===== src/design/knnd_pkg.sv =====
// ---------------------------------------------------------------------------
// knnd_pkg
// Shared types and constants for the k-th nearest neighbor distance block.
// ---------------------------------------------------------------------------
`timescale 1ns / 1ps
`default_nettype none

package knnd_pkg;

    // result distance width
    localparam int DIST_W = 35;

    // opcodes carried on the input tuser
    localparam logic OP_LOAD  = 1'b0;
    localparam logic OP_QUERY = 1'b1;

    // configuration register indexes
    localparam logic [1:0] CFG_NUM_POINTS = 2'd0;
    localparam logic [1:0] CFG_NUM_DIMS   = 2'd1;
    localparam logic [1:0] CFG_K_RANK     = 2'd2;
    localparam logic [1:0] CFG_NORM_MODE  = 2'd3;

    // commands from the controller to the datapath
    typedef struct packed {
        logic q_start;     // latch query index, read the query row
        logic q_row;       // capture the query row from the store
        logic pass_start;  // rewind the scan counter, clear the running minimum
        logic issue;       // read the next candidate point
        logic pass_end;    // commit the running minimum as the new rank
        logic out_load;    // load the result register
        logic out_found;   // result is a valid distance
    } knnd_cmd_t;

    // status from the datapath to the controller
    typedef struct packed {
        logic q_bad;       // query can not return a distance
        logic scan_more;   // candidates remain in this pass
        logic pipe_empty;  // distance pipeline drained
        logic hold_valid;  // running minimum holds a candidate
    } knnd_status_t;

endpackage

`default_nettype wire


===== src/design/knnd_ctrl.sv =====
// ---------------------------------------------------------------------------
// knnd_ctrl
// Query sequencer: query row fetch, up to k scan passes, result handoff.
// ---------------------------------------------------------------------------
`timescale 1ns / 1ps
`default_nettype none

module knnd_ctrl #(
    parameter int MAX_K = 16
) (
    input  wire logic                    clk,
    input  wire logic                    rst_n,
    input  wire logic                    in_valid,
    input  wire logic                    in_op,
    output logic                         in_ready,
    output logic                         out_valid,
    input  wire logic                    out_ready,
    input  wire logic [4:0]              k_rank,
    input  wire knnd_pkg::knnd_status_t  status,
    output knnd_pkg::knnd_cmd_t          cmd
);

    import knnd_pkg::*;

    localparam int PK_W = $clog2(MAX_K + 1);

    localparam logic [2:0] S_IDLE  = 3'd0;
    localparam logic [2:0] S_QROW  = 3'd1;
    localparam logic [2:0] S_SCAN  = 3'd2;
    localparam logic [2:0] S_DRAIN = 3'd3;
    localparam logic [2:0] S_DONE  = 3'd4;

    logic [2:0]      state_reg, state_next;
    logic [PK_W-1:0] pass_reg, pass_next;
    logic            found_reg, found_next;
    logic            out_valid_reg, out_valid_next;
    logic [PK_W-1:0] k_eff;
    logic [PK_W-1:0] pass_inc;

    assign k_eff    = (32'(k_rank) > MAX_K) ? PK_W'(MAX_K) : PK_W'(k_rank);
    assign pass_inc = pass_reg + 1'b1;
    assign in_ready = (state_reg == S_IDLE);
    assign out_valid = out_valid_reg;

    always_comb
    begin
        cmd            = '0;
        state_next     = state_reg;
        pass_next      = pass_reg;
        found_next     = found_reg;
        out_valid_next = out_valid_reg && !out_ready;
        unique case (state_reg)
            S_IDLE:
            begin
                if (in_valid && in_op == OP_QUERY)
                begin
                    cmd.q_start = 1'b1;
                    if (status.q_bad)
                    begin
                        found_next = 1'b0;
                        state_next = S_DONE;
                    end
                    else
                    begin
                        state_next = S_QROW;
                    end
                end
            end
            S_QROW:
            begin
                cmd.q_row      = 1'b1;
                cmd.pass_start = 1'b1;
                pass_next      = '0;
                state_next     = S_SCAN;
            end
            S_SCAN:
            begin
                if (status.scan_more)
                begin
                    cmd.issue = 1'b1;
                end
                else
                begin
                    state_next = S_DRAIN;
                end
            end
            S_DRAIN:
            begin
                if (status.pipe_empty)
                begin
                    cmd.pass_end = 1'b1;
                    if (!status.hold_valid)
                    begin
                        found_next = 1'b0;
                        state_next = S_DONE;
                    end
                    else if (pass_inc == k_eff)
                    begin
                        found_next = 1'b1;
                        state_next = S_DONE;
                    end
                    else
                    begin
                        pass_next      = pass_inc;
                        cmd.pass_start = 1'b1;
                        state_next     = S_SCAN;
                    end
                end
            end
            S_DONE:
            begin
                // wait until the result register is free
                if (!out_valid_reg || out_ready)
                begin
                    cmd.out_load   = 1'b1;
                    cmd.out_found  = found_reg;
                    out_valid_next = 1'b1;
                    state_next     = S_IDLE;
                end
            end
            default:
            begin
                state_next = S_IDLE;
            end
        endcase
    end

    always_ff @(posedge clk or negedge rst_n)
    begin
        if (!rst_n)
        begin
            state_reg     <= S_IDLE;
            pass_reg      <= '0;
            found_reg     <= 1'b0;
            out_valid_reg <= 1'b0;
        end
        else
        begin
            state_reg     <= state_next;
            pass_reg      <= pass_next;
            found_reg     <= found_next;
            out_valid_reg <= out_valid_next;
        end
    end

endmodule

`default_nettype wire


===== config.mk =====
export PLATFORM = sky130hd
export DESIGN_NAME = knnd_ctrl
export DESIGN_NICKNAME = d
export VERILOG_FILES = /design/src/design/knnd_pkg.sv /design/src/design/knnd_ctrl.sv
export SDC_FILE = /design/constraint.sdc
export NUM_CORES = 1
export LEC_CHECK = 0
export BUFFER_PORTS_ARGS = -buffer_cell sky130_fd_sc_hd__buf_2
export CAP_MARGIN = 20
export CORE_UTILIZATION = 49
export CTS_BUF_LIST = sky130_fd_sc_hd__clkbuf_16
export DETAILED_ROUTE_END_ITERATION = 8
export PLACE_DENSITY = 0.73
export SLEW_MARGIN = 0
export SYNTH_ARGS = -nofsm -noshare
export SYNTH_HDL_FRONTEND = slang
export SYNTH_SLANG_ARGS = --single-unit

===== constraint.sdc =====
create_clock -name clk -period 3 [get_ports clk]
set_input_delay 0.75 -clock clk [delete_from_list [all_inputs] [get_ports clk]]
set_output_delay 0.75 -clock clk [all_outputs]
set_load 0.02 [all_outputs]

Word level (Yosys, flattened, before mapping) --
Index checks and enable logic that the tools add are counted.
Storage, ports and cells: register bits after elaboration 10, input port bits 14, output and inout port bits 9, logic and storage cells 64
Cells by class: add/sub/neg operators 1, order comparisons 1, equal/unequal tests 13, multiplexer cells 34, reduce and logical (&&, ||, !) cells 11
Operators by type and width (count):
- 3-bit two-way mux | 7
- 5-bit two-way mux | 4
- 1-bit two-way mux | 17
- 3-bit one-hot mux with 5 select lines | 1
- 2-bit inequality test, second input constant | 5
- 5-bit one-hot mux with 2 select lines | 1
- 4-bit AND reduction | 2
- 3-bit by 2-bit equality test with 1-bit output, second input constant | 2
- 5-bit by 1-bit adder with 5-bit output, second input constant | 1
- 5-bit equality test | 1
- 5-bit greater-than comparator, second input constant | 1
- 5-bit AND reduction | 1
- 2-bit two-way mux | 2
- 2-bit by 1-bit inequality test with 1-bit output, second input constant | 2
- 1-bit one-hot mux with 2 select lines | 2
- 2-bit nonzero test | 2
- 3-bit by 1-bit equality test with 1-bit output, second input constant | 1
- 3-bit equality test, second input constant | 1
- 3-bit logical NOT | 1
- 3-bit inequality test, second input constant | 1
- 1-bit logical AND | 2
- 1-bit logical NOT | 2
- 1-bit logical OR | 1

Depth between registers and ports, before layout --
Gate-level depths: netlist of the first run.
depth in word-level cells 7, mapped depth 8, depth with buffers taken out 7

Least setup slack after synthesis of the first run --
No wires, ideal clock.
path kind reg-to-output, start point reg pass_reg[0], end point out cmd[4] (netlist bit), arrival 2.061 ns, data required time 2.250 ns, setup slack 0.189 ns, cell stages (with the launch flop) 9, path buffers 1, path through dfrtp_1 -> ha_1 -> buf_6 -> o21ba_1 -> a221oi_1 -> nor3_1 -> o41ai_4 -> a2bb2oi_4 -> inv_1
RTL lines:
- start, declared | RTL line knnd_ctrl.sv:34 | logic [PK_W-1:0] pass_reg, pass_next;
- start signal, assigned | RTL line knnd_ctrl.sv:140 | pass_reg <= pass_next;
- end, declared | RTL line knnd_ctrl.sv:20 | output knnd_pkg::knnd_cmd_t cmd

==> flow_metrics.tcl, run 1 <==
set metrics [dict create \
    status "completed" \
    crit_path_top_delay_cell "dfrtp_2" \
    core_area_mm2 0.00135 \
    cp.depth 8 \
    grt_pass1_vias 591 \
    ys_warn_count 0 \
    synthCells 76 \
    slew_viol_final 0 \
    slew-limit-headroom 0.740 \
    ant_nets 0 \
    die_h_um 40.8 \
    path_class "register to output pin" \
    clkTransAtPathRegs_ps 40 \
    diodes 0 \
    area_growth_pct 30.6 \
    setup_viol 0 \
    yosysTopAreaCellShare 0.340 \
    slowest_delay_ps 440 \
    worst_pin_slew_ps 389 \
    cap_violations 0 \
    cts_buffers 3 \
    path_buf_inv 2 \
    synth_top_cells_by_area "dfrtp_1 34%, xnor2_1 6.0%, o41ai_4 3.7%" \
    synth_cell_type_count 36 \
    synth_most_common_cell "dfrtp_1" \
    portBuffers 22 \
    drt_iter0_drc 9 \
    wire_per_inst_um 13.5 \
    worst_setup_path_start_kind "register" \
    nets 120 \
    p_leak_nw 0.491 \
    place_inst 113 \
    finalCriticalPeriod_ps 2880 \
    gp_congestion 0.728 \
    r2r_cells 10 \
    start_util 0.545 \
    clock-sinks 10 \
    fin_cells 118 \
    setup_slack_ps 115 \
    syn_nets 91 \
    synthArstFlopShare 1.00 \
    die_w_um 40.8 \
    cts_tree "yes" \
    dr_total_vias 670 \
    cts_root_buffer "clkbuf_16" \
    cp_cell_sequence "ha_4, and4b_1, a31oi_1, o32a_1, o41ai_4, a2bb2oi_4, inv_1, buf_2" \
    grt_max_degree 11 \
    htree_levels 1 \
    finish.utilization 0.712 \
    avgSynthCellArea_um2 9.68 \
    grt_usage 0.212 \
    drive_gt1_frac 0.350 \
    remaining_drc_errors 0 \
    largest_reg_flops 5 \
    synth_edf_count 0 \
    clock_latency_ps 230 \
    fmax_mhz 347 \
    ys_seq_area_frac 0.340 \
    synth_seq_cells 10 \
    antenna_found_initial 0 \
    crit_path_end_kind "output pin" \
    critPathArrivalTime_ps 2130 \
    clock_path_buffers 2 \
    hpwl_um 1150 \
    grt_pass1_wl_um 2280 \
    finalCritPeriodShare 0.962 \
    viasPerCell 5.68 \
    critPathRequiredTime_ps 2250 \
    synth_area_um2 736 \
    die_area_mm2 0.00166 \
    synth_commonest_cells "10 x dfrtp_1, 5 x inv_1, 5 x nand3_1, 5 x nor2_1, 5 x xnor2_1" \
    pre_cts_ws_ps 116 \
    worstHoldPathType "input port to asynchronous set/reset pin" \
    finalClockSkew_ps 1.15 \
    drt_wl_total_um 1590 \
    placementRows 13 \
    critPathMaxFanout 5 \
    critPathTopFamily "compound AO/OA/AOI/OAI gates" \
    first_pass_iters 4 \
    synth_flop_cell "dfrtp_1" \
    io_pins 23 \
    cellPowerDensity_mw_per_mm2 793 \
    hold_viol 0 \
    grt.overflow.total 0 \
    synth_largest_area_cell "dfrtp_1" \
    ir_drop_mv 0.458 \
]
==> routing by layer <==
metal  up-vias  track usage  routed length [um]  share of wire
met5         -            0                   0              0
met4         0        0.100                   5         0.0031
met3         2       0.0326                  59          0.037
met2        19        0.385                 822           0.52
met1       314        0.238                 700           0.44
li1        335            -                   -              -
==> cell families after synthesis <==
group                    after synthesis  synth area share
flip-flops                            10             0.340
adder cells (fa/ha/maj)                1            0.0170
AND/OR/NAND/NOR                       33             0.252
multiplexers                           2            0.0289
buffers and inverters                  7            0.0561
AO/OA/AOI/OAI                         17             0.235
XOR/XNOR                               6            0.0714
==> power by group <==
group / switching, W / internal [W] / leakage [nW] / total, W
registers: 0.0000496 / 0.000170 / 0.132 / 0.000220
clock network: 0.0000546 / 0.000172 / 0.0370 / 0.000227
logic: 0.000168 / 0.000148 / 0.323 / 0.000316
==> worst reg2reg max path, cell delays in order (launching register included) <==
cell and delay, ps:
dfrtp_2 440, ha_4 300, and4b_1 190, a31oi_1 40, o32a_1 200, o41ai_4 370, buf_4 170, buf_4 90
buf_4 120, nor2_2 60, mux2_2 260
==> per-stage QoR <==
| step | instance area (um^2) | power (W) | TNS (ps) | hold slack, ps |
|---|---|---|---|---|
| floorplan | 736 | 0.000429 | 0 | 454 |
| global placement | 857 | 0.000507 | 0 | 487 |
| detailed placement | 857 | 0.000511 | 0 | 482 |
| CTS | 942 | 0.000748 | 0 | 377 |
| global route | 961 | 0.000811 | -0.0213 | 389 |
| finish | 961 | 0.000762 | 0 | 372 |
==> repair_timing <==
item,4_1_cts,5_1_grt
endpoints found under the setup margin,1,1
hold buffers,0,0
gates resized for setup,1,2
endpoints found under the hold margin,0,0
setup buffers,1,1
pin swaps,1,1
==> path summary, 6_finish.rpt <==
check	from	end	slack, ps
min	rst_n	out_valid	370
max	pass_reg[0]	cmd[4]	120
max reg2reg	pass_reg[0]	pass_reg[0]	630
min in group clk	found_reg	found_reg	490
max in group asynchronous	rst_n	pass_reg[0]	2420
min reg2reg	found_reg	found_reg	490
==> cell type report <==
type	instances	area (um^2)
flip-flops and latches	10	251
well taps	15	18.8
inverters	5	18.8
clock buffers	3	75.1
multi-input cells	59	457
repair buffers	26	140
fillers	112	389
==> cell usage in the layout (no fill, tap or decap), types with 2 or more instances in the layout <==
| cell type | instances |
|---|---|
| a22o_1 | 3 |
| a31oi_1 | 2 |
| and2_1 | 2 |
| and3_1 | 3 |
| buf_2 | 22 |
| buf_4 | 4 |
| clkbuf_16 | 3 |
| dfrtp_1 | 9 |
| inv_1 | 5 |
| nand2_1 | 4 |
| nand2b_1 | 3 |
| nand3_1 | 5 |
| nor2_1 | 5 |
| nor3_1 | 4 |
| xnor2_1 | 5 |
Power figures use the tool's default switching activity.
==> run 2: changes to the inputs <==
ABC_AREA = 1   (was default)
CORE_UTILIZATION = 50   (was 49)
HOLD_SLACK_MARGIN = 0.02   (was default)
==> flow_metrics.tcl, run 2 <==
set metrics [dict create \
    status "completed" \
    synth_area_um2 795 \
    hold_buffers 0 \
    synthCells 119 \
    start_util 0.534 \
    synth_most_common_cell "nand2_1" \
    critPathArrivalTime_ps 1870 \
    critPathTopFamily "flip-flops" \
    synth_flop_cell "dfrtp_1" \
    critPathRequiredTime_ps 2250 \
    nets 160 \
    htree_levels 1 \
    wire_per_inst_um 11.0 \
    placementRows 14 \
    ant_nets 0 \
    grt_pass1_wl_um 2910 \
    pre_cts_ws_ps 477 \
    slew_viol_final 0 \
    avgSynthCellArea_um2 6.68 \
    synth_top_cells_by_area "dfrtp_1 31%, nand2_1 17%, nand3_1 8.8%" \
    grt_usage 0.219 \
    yosysTopAreaCellShare 0.315 \
    crit_path_end_kind "output pin" \
    hpwl_um 1390 \
    layout_common_cells "35 x nand2_1, 22 x buf_2, 17 x inv_1, 14 x nand3_1, 12 x nor2_1" \
    drt_wl_total_um 1760 \
    ys_seq_area_frac 0.315 \
    hold_viol 0 \
    path_class "register to output pin" \
    drt_iter0_drc 16 \
    io_pins 23 \
    post_cts_buffers 0 \
    finalClockSkew_ps 1.30 \
    synth_cell_type_count 20 \
    ir_drop_mv 0.591 \
    synth_largest_area_cell "dfrtp_1" \
    worst_setup_path_start_kind "register" \
    diodes 0 \
    cts_tree "yes" \
    grt.overflow.total 0 \
    slew-limit-headroom 0.702 \
    worst_pin_slew_ps 444 \
    largest_reg_flops 5 \
    setup_viol 0 \
    clock-sinks 10 \
    path_buf_inv 2 \
    crit-reg2reg-launch "pass_reg[0]" \
    critPathMaxFanout 7 \
    crit_path_top_delay_cell "dfrtp_1" \
    finalCritPeriodShare 0.872 \
    drive_gt1_frac 0.278 \
    clock_latency_ps 230 \
    r2r_cells 11 \
    synth_seq_cells 10 \
    die_area_mm2 0.00175 \
    fmax_mhz 382 \
    setup_tns_ps 0 \
    reg2reg_to "state_reg[1]" \
    p_leak_nw 0.578 \
    cp_cell_sequence "ha_1, inv_1, nand2_2, nand2_2, xor2_2, nor2_4, nand2_4, nand2_4, nand2_1, buf_2" \
    remaining_drc_errors 0 \
    antenna_found_initial 0 \
    grt_pass1_vias 669 \
    die_h_um 41.9 \
    setup_slack_ps 383 \
    synth_edf_count 0 \
    final_common_cell "nand2_1" \
    clock_path_buffers 2 \
    synth_commonest_cells "35 x nand2_1, 17 x inv_1, 14 x nand3_1, 12 x nor2_1, 10 x dfrtp_1" \
    slowest_delay_ps 460 \
    cap_violations 0 \
    finalCriticalPeriod_ps 2620 \
    cellPowerDensity_mw_per_mm2 711 \
    worstHoldPathType "input port to asynchronous set/reset pin" \
    ys_warn_count 0 \
    holdWs_ps 372 \
    clkTransAtPathRegs_ps 40 \
    r2r_slack_ps 1320 \
    synthArstFlopShare 1.00 \
    rsz0062_at_grt "no" \
    area_growth_pct 24.9 \
    dr_total_vias 801 \
    placed_area_um2 913 \
    die_w_um 41.9 \
    viasPerCell 5.01 \
    grt_max_degree 11 \
    postCtsResizedCells 0 \
    core_area_mm2 0.00149 \
    syn_nets 134 \
    gp_congestion 0.824 \
    first_pass_iters 4 \
    final_area_um2 992 \
    cts_root_buffer "clkbuf_16" \
    cts_buffers 3 \
    portBuffers 22 \
]
[run 2: worst max-delay path by stage]
stage / from / to / slack, ps / cells after the start
after floorplan: k_rank[4] / cmd[4] / 730 / 7
after global placement: k_rank[4] / cmd[4] / 520 / 9
final: pass_reg[0] / cmd[4] / 380 / 10
after global routing: pass_reg[0] / cmd[4] / 160 / 10
after CTS: pass_reg[0] / cmd[4] / 380 / 10
after detailed placement: k_rank[4] / cmd[4] / 480 / 9
[run 2: cells by family after synthesis]
family / synth area share
xor gates and xnor gates: 0.0205
and+or+nand+nor: 0.515
buffers and inverters: 0.104
AOI/OAI and AO/OA: 0.0299
DFF: 0.315
adders and majority gates: 0.0157
[run 2: layer usage]
layer | track usage | vias up | wire, um
li1 | - | 429 | -
met1 | 0.293 | 346 | 817
met2 | 0.353 | 26 | 846
met3 | 0.0783 | 0 | 94
met4 | 0.0194 | 0 | 0
met5 | 0 | - | 0
[run 2: layout make-up]
| class | instances | area (um^2) |
|---|---|---|
| Tap cell | 16 | 20.0 |
| Fill cell | 145 | 497 |
| Inverter | 19 | 71.3 |
| Timing Repair Buffer | 22 | 110 |
| Multi-Input combinational cell | 89 | 462 |
| Clock inverter | 1 | 3.75 |
| Sequential cell | 10 | 250 |
| Clock buffer | 3 | 75.1 |
[run 2: power by group]
group | internal, W | total [W] | switching, W
logic | 0.0000933 | 0.000280 | 0.000186
clock network | 0.000175 | 0.000235 | 0.0000604
registers | 0.000163 | 0.000191 | 0.0000276
[run 2: metrics by stage]
stage,util,total power (W),std cells
after floorplan,-,0.000388,119
after global placement,0.613,0.000463,156
after detailed placement,0.613,0.000470,156
after CTS,0.666,0.000710,160
after global routing,0.666,0.000757,160
final,0.666,0.000706,160
==> run 3: changes to the inputs <==
CORE_UTILIZATION = 54   (was 50)
PLACE_DENSITY = 0.79   (was 0.73)
clock period = 3.2 ns   (was 3 ns; I/O delays follow)
==> flow_metrics.tcl, run 3 (synthesis gave the netlist of run 2 again) <==
set metrics [dict create \
    status "completed" \
    gp_congestion 0.823 \
    met1_usage 0.282 \
    grt_usage 0.266 \
    hpwl_um 1450 \
    grt.overflow.total 0 \
    cellPowerDensity_mw_per_mm2 666 \
    setup_tns_ps 0 \
    antenna_found_initial 0 \
    slew_viol_final 0 \
    remaining_drc_errors 0 \
    grt_max_degree 11 \
    viasPerCell 5.37 \
    finalClockSkew_ps 3.09 \
    finalCriticalPeriod_ps 2640 \
    crit_path_top_delay_cell "dfrtp_1" \
    holdWs_ps 419 \
    core_area_mm2 0.00133 \
    worstHoldPathType "input port to asynchronous set/reset pin" \
    slew-limit-headroom 0.723 \
    ir_drop_mv 0.647 \
    largest_reg_flops 5 \
    final_common_cell "nand2_1" \
    critPathTopFamily "flip-flops" \
    layout_common_cells "35 x nand2_1, 22 x buf_2, 17 x inv_1, 14 x nand3_1, 12 x nor2_1" \
    slowest_delay_ps 450 \
    wire_per_inst_um 12.0 \
    critPathRequiredTime_ps 2400 \
    rsz0062_at_grt "no" \
    critPathArrivalTime_ps 1840 \
    cp_cell_sequence "ha_1, inv_1, nand2_2, nand2_2, xor2_2, nor2_4, nand2_4, nand2_4, nand2_1, buf_2" \
    clock_path_buffers 2 \
    die_h_um 40.4 \
    worst_setup_path_start_kind "register" \
    grtUsageMet3 0.106 \
    path_buf_inv 2 \
    diodes 0 \
    clock-sinks 10 \
    cts_root_buffer "clkbuf_16" \
    die_w_um 40.4 \
    grt_pass1_vias 717 \
    grt_pass1_wl_um 2780 \
    htree_levels 1 \
    drt_wl_total_um 1890 \
    drt_iter0_drc 23 \
    dr_total_vias 848 \
    clkTransAtPathRegs_ps 40 \
    met2_usage 0.508 \
    setup_viol 0 \
    start_util 0.596 \
    cts_buffers 3 \
    hold_buffers 0 \
    area_growth_pct 24.3 \
    ant_nets 0 \
    clock_latency_ps 230 \
    nets 160 \
    crit_path_end_kind "output pin" \
    fmax_mhz 379 \
    first_pass_iters 4 \
    critPathMaxFanout 7 \
    postCtsResizedCells 0 \
    die_area_mm2 0.00163 \
    post_cts_buffers 0 \
    hold_viol 0 \
    io_pins 23 \
    cts_tree "yes" \
    p_leak_nw 0.576 \
    placementRows 13 \
    drive_gt1_frac 0.280 \
    cap_violations 0 \
    portBuffers 22 \
    finalCritPeriodShare 0.825 \
    grt.busiest_layer "met2" \
    worst_pin_slew_ps 412 \
    path_class "register to output pin" \
]
run 3: cell types whose count changed in the layout (fill, tap and decap cells not counted):
| cell | before | now |
|---|---|---|
| clkinv_1 | 1 | 0 |
run 3: worst paths after layout:
check | start | endpoint | slack (ps) | depth (start not counted)
setup / recovery | pass_reg[0] | cmd[4] | 560 | 10
hold / removal | rst_n | pass_reg[3] | 420 | 1
setup reg to reg | pass_reg[0] | state_reg[1] | 1530 | 11
hold reg to reg | found_reg | found_reg | 500 | 2
max in group asynchronous | rst_n | pass_reg[0] | 2590 | 1
min in group clk | found_reg | found_reg | 500 | 2
run 3: routing by layer:
layer	vias up	share of wire
li1	431	-
met5	-	0
met1	375	0.40
met4	0	0.0053
met2	40	0.52
met3	2	0.075
run 3: final cells by class:
cell class | count | area, um^2
Clock buffer | 3 | 75.1
Fill cell | 114 | 347
Inverter | 19 | 71.3
Multi-Input combinational cell | 89 | 462
Sequential cell | 10 | 250
Tap cell | 15 | 18.8
Timing Repair Buffer | 22 | 110
run 3: through the flow:
| stage | std cells | cell area (um^2) | setup WS (ps) | util | power (W) |
|---|---|---|---|---|---|
| after floorplan | 119 | 795 | 832 | - | 0.000364 |
| after global placement | 155 | 912 | 619 | 0.684 | 0.000435 |
| after detailed placement | 155 | 912 | 581 | 0.684 | 0.000442 |
| after CTS | 158 | 987 | 544 | 0.740 | 0.000660 |
| after global routing | 158 | 987 | 404 | 0.740 | 0.000704 |
| final | 158 | 987 | 559 | 0.740 | 0.000657 |
run 3: report_power, final:
part / switching, W / total, W / internal (W)
Sequential: 0.0000270 / 0.000180 / 0.000153
Clock: 0.0000525 / 0.000214 / 0.000162
Combinational: 0.000176 / 0.000263 / 0.0000872
